## src/hdl/rgbh_pkg.sv

```systemverilog
// Shared types, codes and defaults for the RGB histogram engine.
package rgbh_pkg;

  localparam int MAX_BINS_DEF   = 256;
  localparam int COUNT_BITS_DEF = 24;
  localparam int TOTAL_W        = 24;
  localparam int BIN_COUNT_W    = 9;
  localparam int APB_ADDR_W     = 2;
  localparam int APB_DATA_W     = 32;

  localparam logic [1:0] OP_CLEAR = 2'd0;
  localparam logic [1:0] OP_PIXEL = 2'd1;
  localparam logic [1:0] OP_READ  = 2'd2;

  localparam logic KIND_REPORT   = 1'b0;
  localparam logic KIND_READBACK = 1'b1;

  localparam logic [APB_ADDR_W-1:0] REG_BIN_COUNT = 2'd0;

  typedef struct packed {
    logic [1:0] operation;
    logic [7:0] red;
    logic [7:0] green;
    logic [7:0] blue;
    logic       last_pixel;
    logic [7:0] read_bin;
  } hist_item_t;

  typedef struct packed {
    logic               result_kind;
    logic [TOTAL_W-1:0] red_total;
    logic [TOTAL_W-1:0] green_total;
    logic [TOTAL_W-1:0] blue_total;
    logic [TOTAL_W-1:0] peak_total;
  } hist_result_t;

endpackage

```

## src/hdl/rgbh_bin_map.sv

```systemverilog
// Maps one color byte to its histogram bin: (value * bins) >> 8.
module rgbh_bin_map #(
  parameter int MAX_BINS = rgbh_pkg::MAX_BINS_DEF,
  parameter int ADDR_W   = 8
) (
  input  logic [7:0]                          value,
  input  logic [rgbh_pkg::BIN_COUNT_W-1:0]    bin_count,
  output logic [ADDR_W-1:0]                   bin
);

  localparam logic [rgbh_pkg::BIN_COUNT_W-1:0] MaxN = rgbh_pkg::BIN_COUNT_W'(MAX_BINS);

  logic [rgbh_pkg::BIN_COUNT_W-1:0]   n;
  logic [rgbh_pkg::BIN_COUNT_W+7:0]   prod;

  always_comb begin
    // clamp the bin count to the physical depth
    n    = (bin_count > MaxN) ? MaxN : bin_count;
    prod = {{rgbh_pkg::BIN_COUNT_W{1'b0}}, value} * {8'd0, n};
  end

  // quotient is below the clamped count (or zero if that count is zero), so truncation is exact
  assign bin = prod[8 +: ADDR_W];

endmodule

```

## config.mk

```make
export PLATFORM = sky130hd
export DESIGN_NAME = rgbh_bin_map
export DESIGN_NICKNAME = d
export VERILOG_FILES = /design/src/hdl/rgbh_pkg.sv /design/src/hdl/rgbh_bin_map.sv
export SDC_FILE = /design/constraint.sdc
export NUM_CORES = 1
export LEC_CHECK = 0
export ABC_AREA = 1
export ABC_CLOCK_PERIOD_IN_PS = 6200
export BUFFER_PORTS_ARGS = -buffer_cell sky130_fd_sc_hd__buf_2
export CAP_MARGIN = 20
export CORE_MARGIN = 2
export CORE_UTILIZATION = 55
export DETAILED_ROUTE_END_ITERATION = 10
export MAX_ROUTING_LAYER = met4
export PLACE_DENSITY = 0.85
export SYNTH_ARGS = -nofsm -noshare
export SYNTH_HDL_FRONTEND = slang
export SYNTH_SLANG_ARGS = --single-unit
```

## constraint.sdc

```tcl
create_clock -name vclk -period 6.2
set_clock_uncertainty 0.2 [all_clocks]
set_input_delay 0.93 -clock vclk [all_inputs]
set_output_delay 0.93 -clock vclk [all_outputs]
set_load 0.05 [all_outputs]
```

==> run_results.csv <==
group,metric,value,unit
grt,grt_pass1_wl,12.1,mm
final_layout,nFlopsAndLatches,0,
routing,post_drt_wl_per_cell,21.9,um
pwr,power.density,267,nW/um^2
grt,antenna_found_initial,0,
routing,final_antenna_net_count,0,
final_layout,clkbuf_count,0,
run_status,status,"finished with violations",
critical_path,cp-end-kind,"output port",
final_layout,drive_above_1_share,0.439,
routing,num_vias,2908,
yosys,yosysSeqAreaShare,0,
grt,grt_max_degree,9,
run,cap_violations,0,
grt,first_global_vias,2733,
place,pre_cts_ws,-0.378,ns
yosys,yosysTopAreaCell,"fa_1",
die,rows,23,
final_layout,diodes,0,
critical_path,critPathMaxFanout,5,
routing,drt_iter0_markers,393,
die,fp.coreArea,4030,um^2
sta,finalCritPeriodShare,1.07,
sta,rsz0062_at_grt,"yes",
critical_path,worst_ep_required_time,5.07,ns
routing,routed_via_density,6.17,
place,portBuffers,25,
pwr,leakage,0.00196,uW
sta,tns,-2.39,ns
min_path,hold_class,"in -> out",
sta,setup_slack,-0.420,ns
final_layout,nNetsFinal,512,
routing,dr.pass1.iters,7,
die,dieHeight,69.0,um
grt,globalRouteOverflowTotal,0,
yosys,synth_area,2320,um^2
pwr,total_power,966,uW
die,ios,25,
critical_path,critPathArrivalTime,5.49,ns
critical_path,crit_path_start_kind,"input pin",
yosys,yosysTopAreaCellShare,0.344,
sta,max_freq,151,MHz
sta,hold_viol,0,
die,dieWidth,69.0,um
sta,drv_slew,0,
pwr,ir_worst_vdd,399,uV
final_layout,regArea,0,um^2
sta,finalSetupViolCount,8,
die,start_util,0.577,
final_layout,synthToLayoutAreaGrowth,55.5,%
place,post-place-cells,455,
yosys,yosysWarnings,0,
yosys,ys_types,25,
grt,grt_util_all_layers,0.322,
yosys,postSynthCellCount,333,
critical_path,worstSetupPathType,"in -> out",
sta,worst_pin_slew,0.387,ns
final_layout,post-route-util,0.898,
sta,maxSlewHeadroom,0.742,
die,die_area,4760,um^2
yosys,synth_fp_nets,422,
yosys,yosys-top-cells-area,"fa_1 (34%), ha_1 (17%), inv_1 (14%)",
final_layout,final-instance-count-excl-fill,471,
yosys,syn_area_per_cell,6.98,um^2
run_status,violations,"setup timing",
place,hpwl,5.29,mm
place,place.gp.congestion,1.00,
routing,drc,0,
routing,drt-total-wl,10.3,mm
sta,period_minus_slack,6.62,ns
-- cell families after synthesis --
kind of cell	count (synthesis)	share of synthesized area
fa+ha+maj	72	0.517
simple gates	139	0.246
xor+xnor	8	0.0301
buf+inv	91	0.152
compound gates	23	0.0554
-- layout make-up --
cell class / count / area (um^2)
well taps: 50 / 62.6
inverters: 90 / 349
fillers: 174 / 413
multi-input cells: 242 / 2450
repair buffers: 89 / 756
-- critical path, stage by stage --
cell and delay, ns:
buf_4 0.13, nor2_4 0.08, nand2_2 0.08, o21ai_4 0.29, nand2_4 0.12, buf_4 0.16, nor2_2 0.11, fa_1 0.47
fa_1 0.49, fa_1 0.50, inv_1 0.06, fa_1 0.57, inv_1 0.09, ha_4 0.17, buf_4 0.12, a21oi_1 0.32
o21ai_0 0.16, a21oi_1 0.23, nand2_1 0.11, nand2_1 0.08, nand2_1 0.07, buf_6 0.15
-- path summary, 6_finish.rpt --
kind,from,to,depth (start not counted)
worst max-delay path,bin_count[5],bin[4],22
worst min-delay path,value[1],bin[4],7
-- where the power goes --
part / internal, uW / switching [uW]
registers: 0 / 0
logic: 412 / 554
clock network: 0 / 0
total: 412 / 554
-- metrics by stage --
| step | area [um^2] | hold WS, ns |
|---|---|---|
| after global routing | 3620 | 2.47 |
| after global placement | 2890 | 2.37 |
| after CTS | 3210 | 2.35 |
| after floorplan | 2350 | 2.14 |
| after detailed placement | 2890 | 2.36 |
| final | 3620 | 2.46 |
-- routing by layer --
metal,GRT usage,part of all wire
met2,0.556,0.47
met5,-,0
met4,0.135,0.080
met1,0.371,0.34
met3,0.0497,0.11
-- synth_stat cells (all sizes together) --
library cell / instances
nand2: 65
xnor2: 2
nor2: 55
o21a: 1
inv: 89
a21oi: 13
ha: 32
o21ai: 6
or2: 1
nand3: 11
nand4: 4
fa: 40
nor3: 3
o21bai: 1
clkinv: 1
xor2: 6
a211oi: 1
buf: 1
o31ai: 1
-- cells in the final DEF, fill, tap and decap left out, drive strengths merged, types with 3 or more instances in the layout --
cell and instances:
o21ai 6, inv 89, fa 40, nand3 11, a21oi 13, nor2 55, xor2 6, ha 32
nand2 65, nor3 3, buf 89, nand4 4
-- timing repair --
action,in CTS,in global routing
resized for setup,74,77
endpoints found under the setup margin,8,8
hold buffers,0,0
pin swaps,30,45
buffers inserted,4,12
Power figures use the tool's default switching activity.
