File: config.mk
export PLATFORM = sky130hd
export DESIGN_NAME = rgbh_update
export DESIGN_NICKNAME = d
export VERILOG_FILES = /design/src/hdl/rgbh_pkg.sv /design/src/hdl/rgbh_update.sv
export SDC_FILE = /design/constraint.sdc
export NUM_CORES = 1
export LEC_CHECK = 0
export ABC_AREA = 1
export ABC_CLOCK_PERIOD_IN_PS = 13700
export CAP_MARGIN = 20
export CORE_ASPECT_RATIO = 1.25
export CORE_MARGIN = 10
export CORE_UTILIZATION = 45
export DETAILED_ROUTE_END_ITERATION = 8
export DONT_BUFFER_PORTS = 1
export GPL_TIMING_DRIVEN = 0
export PLACE_DENSITY = 0.63
export RECOVER_POWER = 50
export SLEW_MARGIN = 40
export SYNTH_ARGS = -nofsm -noshare
export SYNTH_HDL_FRONTEND = slang
export SYNTH_SLANG_ARGS = --single-unit
File: constraint.sdc
create_clock -name vclk -period 13.7
set_input_delay 0 -clock vclk [all_inputs]
set_output_delay 0 -clock vclk [all_outputs]
set_load 0.02 [all_outputs]
File: src/hdl/rgbh_pkg.sv
// Shared types, codes and defaults for the RGB histogram engine.
package rgbh_pkg;

  localparam int MAX_BINS_DEF   = 256;
  localparam int COUNT_BITS_DEF = 24;
  localparam int TOTAL_W        = 24;
  localparam int BIN_COUNT_W    = 9;
  localparam int APB_ADDR_W     = 2;
  localparam int APB_DATA_W     = 32;

  localparam logic [1:0] OP_CLEAR = 2'd0;
  localparam logic [1:0] OP_PIXEL = 2'd1;
  localparam logic [1:0] OP_READ  = 2'd2;

  localparam logic KIND_REPORT   = 1'b0;
  localparam logic KIND_READBACK = 1'b1;

  localparam logic [APB_ADDR_W-1:0] REG_BIN_COUNT = 2'd0;

  typedef struct packed {
    logic [1:0] operation;
    logic [7:0] red;
    logic [7:0] green;
    logic [7:0] blue;
    logic       last_pixel;
    logic [7:0] read_bin;
  } hist_item_t;

  typedef struct packed {
    logic               result_kind;
    logic [TOTAL_W-1:0] red_total;
    logic [TOTAL_W-1:0] green_total;
    logic [TOTAL_W-1:0] blue_total;
    logic [TOTAL_W-1:0] peak_total;
  } hist_result_t;

endpackage

File: src/hdl/rgbh_update.sv
// Saturating count increment for three channels and running peak update.
module rgbh_update #(
  parameter int COUNT_BITS = rgbh_pkg::COUNT_BITS_DEF
) (
  input  logic [COUNT_BITS-1:0] red_cnt,
  input  logic [COUNT_BITS-1:0] green_cnt,
  input  logic [COUNT_BITS-1:0] blue_cnt,
  input  logic [COUNT_BITS-1:0] peak,
  output logic [COUNT_BITS-1:0] red_new,
  output logic [COUNT_BITS-1:0] green_new,
  output logic [COUNT_BITS-1:0] blue_new,
  output logic [COUNT_BITS-1:0] peak_new
);

  localparam logic [COUNT_BITS-1:0] CountMax = {COUNT_BITS{1'b1}};

  logic [COUNT_BITS-1:0] m_rg;
  logic [COUNT_BITS-1:0] m_b;

  always_comb begin
    red_new   = (red_cnt   == CountMax) ? red_cnt   : red_cnt   + 1'b1;
    green_new = (green_cnt == CountMax) ? green_cnt : green_cnt + 1'b1;
    blue_new  = (blue_cnt  == CountMax) ? blue_cnt  : blue_cnt  + 1'b1;
    m_rg      = (red_new > green_new) ? red_new : green_new;
    m_b       = (blue_new > peak) ? blue_new : peak;
    peak_new  = (m_rg > m_b) ? m_rg : m_b;
  end

endmodule

==> results of run 1 <==
cell usage in the layout, fill, tap and decap left out, drive strengths merged, types with 5 or more instances in the layout:
master  instances
nand2         254
inv           179
nand3         100
nor2           86
ha             71
xor2           38
a21oi          32
and2           23
o21a           22
nor3           20
nand4          20
o21ai          18
or2            14
xnor2           9
clkbuf          9
a211oi          5
o211ai          5
buf             5
area by class of cell:
| class | instances | share of cell area, % |
|---|---|---|
| Buffer | 14 | 1.51 |
| Multi-Input combinational cell | 737 | 81.9 |
| Tap cell | 135 | 3.28 |
| Inverter | 182 | 13.3 |
metal layers:
layer / wire length, µm / track usage [%]
met5: 0 / 0
met4: 493 / 4.96
met3: 1650 / 5.89
met2: 9070 / 39.7
met1: 6600 / 21.9
power by group through the flow:
stage | combinational [µW] | clock (µW) | sequential [µW]
6_report | 277 | 0 | 0
3_3_place_gp | 279 | 0 | 0
5_1_grt | 311 | 0 | 0
3_5_place_dp | 280 | 0 | 0
2_1_floorplan | 219 | 0 | 0
4_1_cts | 282 | 0 | 0
per-stage QoR:
step	power [µW]	std cells	hold WS, ps	area (µm²)	util, %
floorplan	219	933	139	5010	-
finish	277	1068	153	5150	46.9
global route	311	1068	165	5150	46.9
global placement	279	1068	155	5180	47.2
detailed placement	280	1068	155	5180	47.2
CTS	282	1068	155	5180	47.2
kinds of logic (layout without fill, tap and decap cells):
group                      count (synthesis)  in the layout  synth area share [%]
AOI/OAI and AO/OA                         92             92                  11.3
buffers and inverters                    196            196                  15.2
adders and majority gates                 71             71                  17.7
and+or+nand+nor                          527            527                  47.6
xor gates and xnor gates                  47             47                  8.21
how the worst min path moves through the flow:
stage,to,slack (ps)
2_1_floorplan,green_new[21],140
3_3_place_gp,green_new[21],150
3_5_place_dp,green_new[21],160
4_1_cts,green_new[21],160
5_1_grt,green_new[21],170
6_report,green_new[21],150
==> flow_metrics.env, run 1 <==
export IMPL_place_ws_ps=6350
export IMPL_critical_path_top_delay_family="simple AND/OR/NAND/NOR gates"
export IMPL_grt_pass1_wl_um=27700
export IMPL_slew_headroom_pct=24.3
export IMPL_grt_setup_unrepaired="false"
export IMPL_p_per_area_nw_per_um2=53.8
export IMPL_drt_initial_drc_count=206
export IMPL_final_period_utilization_pct=52.7
export IMPL_grt_max_degree=11
export IMPL_seq_cells=0
export IMPL_outcome="complete, no violations"
export IMPL_antenna_found_initial=0
export IMPL_layout_setup_ws_ps=6480
export IMPL_grt_use_total_pct=21.1
export IMPL_drc=0
export IMPL_ios=192
export IMPL_num_rows=43
export IMPL_cts_setup_buffers=0
export IMPL_route_final_wire_length_um=17800
export IMPL_tns_ps=0
export IMPL_crit_arrival_ps=7220
export IMPL_dp_hpwl_um=16400
export IMPL_syn_area_um2=5010
export IMPL_synth_nets=1100
export IMPL_hold_class="in -> out"
export IMPL_yosysSeqAreaShare_pct=0
export IMPL_antenna_cells=0
export IMPL_cap_violations=0
export IMPL_vias=5574
export IMPL_p_leak_uw=0.00287
export IMPL_ant_nets=0
export IMPL_worstSetupEndpointType="output port"
export IMPL_p_clk_share_pct=0
export IMPL_die_y_um=138
export IMPL_synth_top_area_share_pct=18.6
export IMPL_critPathKind="in -> out"
export IMPL_crit_start="blue_cnt[0]"
export IMPL_hold_viol=0
export IMPL_path_buf_inv=8
export IMPL_yosysMostFrequentCell="nand2_1"
export IMPL_setup_violations=0
export IMPL_startpoint_type="primary input"
export IMPL_nFillCells=1290
export IMPL_cts_hold_buf=0
export IMPL_place_congestion=0.907
export IMPL_worst_pin_slew_ps=1120
export IMPL_clock_buffers=0
export IMPL_syn_area_per_cell_um2=5.37
export IMPL_power_switching_uw=197
export IMPL_wire_per_inst_um=16.7
export IMPL_seq_area_um2=0
export IMPL_grt_overflow_total=0
export IMPL_die_area_um2=15800
export IMPL_swShare_pct=71.1
export IMPL_vias_per_cell=5.22
export IMPL_synth_top_cells_by_count="249 x nand2_1, 176 x inv_1, 100 x nand3_1, 76 x nor2_1, 71 x ha_1"
export IMPL_multi_input_area_um2=4220
export IMPL_slowest_stage="a21oi_1"
export IMPL_path_depth=37
export IMPL_drv_slew=0
export IMPL_numPortBuffers=0
export IMPL_cp_endpoint="peak_new[22]"
export IMPL_synthCells=933
export IMPL_cpPeakStageDelay_ps=580
export IMPL_synthTopCellsByArea="nand2_1 19%, ha_1 18%, inv_1 13%, nand3_1 10%, xor2_1 6.6%"
export IMPL_ys_types=42
export IMPL_pwr_share_comb_pct=100.0
export IMPL_yosysWarnings=0
export IMPL_grt_pass1_vias=5407
export IMPL_die_x_um=114
export IMPL_yosys_area_top_type="nand2_1"
export IMPL_whs_path_depth=1
export IMPL_drt_first_pass_iters=5
export IMPL_worstHoldStart="green_cnt[21]"
export IMPL_power_frac_seq_pct=0
export IMPL_vdd_drop_max_uv=15.5
export IMPL_path_max_fanout=10
export IMPL_fmax_mhz=138
export IMPL_p_int_uw=80.2
export IMPL_initial_core_util_pct=45.7
export IMPL_nNetsFinal=1102
export IMPL_cpMostUsedCell="nand2_1"
export IMPL_critPathRequiredTime_ps=13700
export IMPL_min_period_ps=7220
export IMPL_core_area_um2=11000
export IMPL_drive_gt1_share_pct=3.54
export IMPL_area_delta_synth_final_pct=2.67
export IMPL_post_cts_resized=0
No activity file was read; power rests on OpenSTA's default activity.
==> run 2: changes to the inputs <==
--- a/config.mk
+++ b/config.mk
@@ -6,7 +6,7 @@
 export NUM_CORES = 1
 export LEC_CHECK = 0
 export ABC_AREA = 1
-export ABC_CLOCK_PERIOD_IN_PS = 13700
+export ABC_CLOCK_PERIOD_IN_PS = 6900
 export CAP_MARGIN = 20
 export CORE_ASPECT_RATIO = 1.25
 export CORE_MARGIN = 10
==> constraint.sdc (replaced) <==
create_clock -name vclk -period 6.9
set_input_delay 0 -clock vclk [all_inputs]
set_output_delay 0 -clock vclk [all_outputs]
set_load 0.02 [all_outputs]
==> flow_metrics.env, run 2 (synthesis gave the netlist of run 1 again) <==
export IMPL_p_leak_uw=0.00289
export IMPL_hold_path_end="green_new[21]"
export IMPL_clock_buffers=0
export IMPL_wire_per_inst_um=16.7
export IMPL_cpPeakStageDelay_ps=390
export IMPL_p_int_uw=162
export IMPL_numPortBuffers=0
export IMPL_worst_pin_slew_ps=1120
export IMPL_vdd_drop_max_uv=31.0
export IMPL_place_congestion=0.907
export IMPL_die_area_um2=15800
export IMPL_ant_nets=0
export IMPL_worstSetupEndpointType="output port"
export IMPL_fmax_mhz=156
export IMPL_critical_path_top_delay_family="simple AND/OR/NAND/NOR gates"
export IMPL_drv_slew=0
export IMPL_vias=5555
export IMPL_ios=192
export IMPL_min_period_ps=6400
export IMPL_drt_first_pass_iters=4
export IMPL_area_delta_synth_final_pct=3.39
export IMPL_setup_violations=0
export IMPL_seq_cells=0
export IMPL_grt_max_degree=11
export IMPL_crit_arrival_ps=6400
export IMPL_outcome="complete, no violations"
export IMPL_vias_per_cell=5.20
export IMPL_num_rows=43
export IMPL_hold_viol=0
export IMPL_drive_gt1_share_pct=4.50
export IMPL_drt_initial_drc_count=252
export IMPL_route_final_wire_length_um=17900
export IMPL_whs_ps=153
export IMPL_slew_headroom_pct=24.3
export IMPL_cpMostUsedCell="nand2_1"
export IMPL_grt_pass1_wl_um=27800
export IMPL_p_per_area_nw_per_um2=107
export IMPL_layout_setup_ws_ps=499
export IMPL_dp_hpwl_um=16400
export IMPL_grt_pass1_vias=5423
export IMPL_pwr_share_comb_pct=100.0
export IMPL_cap_violations=0
export IMPL_layout_commonest_cell="nand2_1"
export IMPL_antenna_cells=0
export IMPL_drc=0
export IMPL_nNetsFinal=1102
export IMPL_place_ws_ps=-448
export IMPL_path_max_fanout=10
export IMPL_grt_setup_unrepaired="false"
export IMPL_critPathKind="in -> out"
export IMPL_swShare_pct=70.8
export IMPL_power_frac_seq_pct=0
export IMPL_grt_use_total_pct=21.1
export IMPL_whs_path_depth=1
export IMPL_final_period_utilization_pct=92.8
export IMPL_seq_area_um2=0
export IMPL_p_clk_share_pct=0
export IMPL_critPathRequiredTime_ps=6900
export IMPL_worstHoldStart="green_cnt[21]"
export IMPL_power_switching_uw=394
export IMPL_startpoint_type="primary input"
export IMPL_layout_common_cells="252 x nand2_1, 177 x inv_1, 100 x nand3_1"
export IMPL_path_buf_inv=7
export IMPL_initial_core_util_pct=45.7
export IMPL_antenna_found_initial=0
export IMPL_die_x_um=114
export IMPL_hold_class="in -> out"
export IMPL_core_area_um2=11000
export IMPL_die_y_um=138
export IMPL_cts_hold_buf=0
export IMPL_grt_overflow_total=0
export IMPL_slowest_stage="clkbuf_1"
-- run 2: what timing repair did --
| action | in CTS | in global routing |
|---|---|---|
| buffers inserted | 0 | 0 |
| gates resized for setup | 3 | 13 |
| endpoints found under the setup margin | 23 | 22 |
| endpoints found under the hold margin | 0 | 0 |
-- run 2: per-layer routing --
metal  wire length (µm)  global-route usage (%)  part of all wire [%]
met5                  0                       0                     0
met4                493                    4.96                   2.8
met3               1640                    5.71                   9.2
met2               9090                    39.9                    51
met1               6640                    22.0                    37
-- run 2: power groups by stage --
stage | logic [µW] | clock network (µW) | registers [µW]
5_1_grt | 624 | 0 | 0
6_report | 556 | 0 | 0
4_1_cts | 561 | 0 | 0
3_5_place_dp | 556 | 0 | 0
3_3_place_gp | 554 | 0 | 0
2_1_floorplan | 436 | 0 | 0
-- run 2: stage by stage --
step | instance area, µm² | TNS (ps) | total power [µW] | std cells | util, %
4_1_cts | 5190 | 0 | 561 | 1068 | 47.3
2_1_floorplan | 5010 | 0 | 436 | 933 | -
6_report | 5180 | 0 | 556 | 1068 | 47.2
5_1_grt | 5180 | 0 | 624 | 1068 | 47.2
3_3_place_gp | 5180 | -9750 | 554 | 1068 | 47.2
3_5_place_dp | 5180 | -8710 | 556 | 1068 | 47.2
-- run 2: how the worst max path moves through the flow --
| stage | startpoint | endpoint | slack (ps) | cells past startpoint |
|---|---|---|---|---|
| after global placement | blue_cnt[0] | peak_new[22] | -500 | 37 |
| after floorplan | blue_cnt[0] | peak_new[16] | 1840 | 33 |
| final | blue_cnt[0] | peak_new[9] | 500 | 36 |
| after detailed placement | blue_cnt[0] | peak_new[22] | -450 | 37 |
| after CTS | blue_cnt[0] | peak_new[22] | 120 | 37 |
| after global routing | blue_cnt[0] | peak_new[15] | 7 | 35 |
-- run 2: cell type report --
class,count,area [µm²]
Fill cell,1287,5790
Buffer,14,83.8
Multi-Input combinational cell,737,4250
Tap cell,135,169
Inverter,182,683
==> run 3: changes to the inputs <==
--- a/config.mk
+++ b/config.mk
@@ -8,13 +8,15 @@
 export ABC_AREA = 1
 export ABC_CLOCK_PERIOD_IN_PS = 6900
 export CAP_MARGIN = 20
+export CELL_PAD_IN_SITES_DETAIL_PLACEMENT = 1
+export CELL_PAD_IN_SITES_GLOBAL_PLACEMENT = 2
 export CORE_ASPECT_RATIO = 1.25
 export CORE_MARGIN = 10
-export CORE_UTILIZATION = 45
+export CORE_UTILIZATION = 32
 export DETAILED_ROUTE_END_ITERATION = 8
 export DONT_BUFFER_PORTS = 1
 export GPL_TIMING_DRIVEN = 0
-export PLACE_DENSITY = 0.63
+export PLACE_DENSITY = 0.87
 export RECOVER_POWER = 50
 export SLEW_MARGIN = 40
 export SYNTH_ARGS = -nofsm -noshare
==> flow_metrics.env, run 3 (synthesis gave the netlist of run 1 again) <==
export IMPL_outcome="complete, no violations"
export IMPL_cpMostUsedCell="nand2_1"
export IMPL_gr_usage_met1_pct=20.2
export IMPL_drc=0
export IMPL_die_x_um=132
export IMPL_numPortBuffers=0
export IMPL_area_delta_synth_final_pct=6.01
export IMPL_route_final_wire_length_um=20800
export IMPL_vias_per_cell=5.01
export IMPL_num_rows=51
export IMPL_grt_pass1_vias=6017
export IMPL_nFillCells=2220
export IMPL_layout_common_cells="251 x nand2_1, 177 x inv_1, 100 x nand3_1"
export IMPL_vias=5742
export IMPL_tns_ps=0
export IMPL_hold_viol=0
export IMPL_antenna_found_initial=0
export IMPL_slowest_stage="ha_1"
export IMPL_hold_path_end="green_new[21]"
export IMPL_nNetsFinal=1103
export IMPL_fmax_mhz=158
export IMPL_top_usage_layer="met2"
export IMPL_vdd_drop_max_uv=31.9
export IMPL_critPathKind="in -> out"
export IMPL_core_area_um2=15500
export IMPL_slew_headroom_pct=23.4
export IMPL_met3_usage_pct=5.78
export IMPL_grt_max_degree=11
export IMPL_p_leak_uw=0.00290
export IMPL_die_area_um2=21100
export IMPL_setup_violations=0
export IMPL_whs_path_depth=1
export IMPL_cap_violations=0
export IMPL_worstSetupEndpointType="output port"
export IMPL_path_max_fanout=10
export IMPL_drive_gt1_share_pct=5.25
export IMPL_grt_use_total_pct=18.9
export IMPL_worst_pin_slew_ps=1140
export IMPL_place_congestion=0.865
export IMPL_wire_per_inst_um=18.1
export IMPL_ios=192
export IMPL_multi_input_area_um2=4270
export IMPL_met2_usage_pct=36.7
export IMPL_startpoint_type="primary input"
export IMPL_cpPeakStageDelay_ps=330
export IMPL_drt_first_pass_iters=4
export IMPL_hold_class="in -> out"
export IMPL_seq_area_um2=0
export IMPL_grt_pass1_wl_um=33100
export IMPL_layout_commonest_cell="nand2_1"
export IMPL_min_period_ps=6330
export IMPL_antenna_cells=0
export IMPL_grt_overflow_total=0
export IMPL_initial_core_util_pct=32.3
export IMPL_seq_cells=0
export IMPL_total_power_uw=579
export IMPL_worstHoldStart="green_cnt[21]"
export IMPL_crit_arrival_ps=6330
export IMPL_clock_buffers=0
export IMPL_drt_initial_drc_count=199
export IMPL_final_period_utilization_pct=91.8
export IMPL_dp_hpwl_um=19200
export IMPL_p_per_area_nw_per_um2=109
export IMPL_drv_slew=0
export IMPL_critPathRequiredTime_ps=6900
export IMPL_die_y_um=160
export IMPL_ant_nets=0
-- run 3: critical path, delay by kind of cell --
kind	cells	cell delay, ps
compound gates	4	700
fa+ha+maj	3	820
xor+xnor	1	230
simple gates	21	3220
buf+inv	8	1310
-- run 3: worst max-delay path by stage --
stage	from	to	slack, ps	depth (start not counted)
finish	blue_cnt[0]	peak_new[11]	570	37
global route	blue_cnt[0]	peak_new[5]	-7	37
CTS	blue_cnt[0]	peak_new[22]	60	37
detailed placement	blue_cnt[0]	peak_new[22]	-790	37
global placement	blue_cnt[0]	peak_new[22]	-750	37
floorplan	blue_cnt[0]	peak_new[16]	1840	33
-- run 3: final cells by class --
cell class         instances  area share (%)
repair buffers             1          0.0706
multi-input cells        737            80.4
well taps                212            4.99
plain buffers             14            1.62
inverters                182            12.9
-- run 3: where the power goes --
part	total (µW)	switching, µW	internal, µW
registers	0	0	0
logic	579	413	165
clock network	0	0	0
total	579	413	165
-- run 3: through the flow --
step	util (%)	std cells	setup slack, ps	cell area, µm²	hold slack [ps]
2_1_floorplan	-	933	1840	5010	139
3_3_place_gp	34.0	1145	-754	5280	154
3_5_place_dp	34.0	1145	-795	5280	153
4_1_cts	34.2	1145	62.4	5310	153
5_1_grt	34.3	1146	-6.72	5320	160
6_report	34.3	1146	567	5320	149
-- run 3: metal layers --
layer / part of all wire [%] / up-vias / wire (µm)
met3: 8.6 / 6 / 1800
li1: - / 2988 / -
met5: 0 / - / 0
met1: 39 / 2608 / 8040
met4: 0.58 / 0 / 121
met2: 52 / 140 / 10800
-- run 3: repair_timing --
item / in CTS / in global routing
endpoints found under the hold margin: 0 / 0
endpoints found under the setup margin: 24 / 24
hold buffers: 0 / 0
pin swaps: 0 / 1
cloned: 0 / 0
setup buffers: 0 / 1
gates resized for setup: 7 / 18
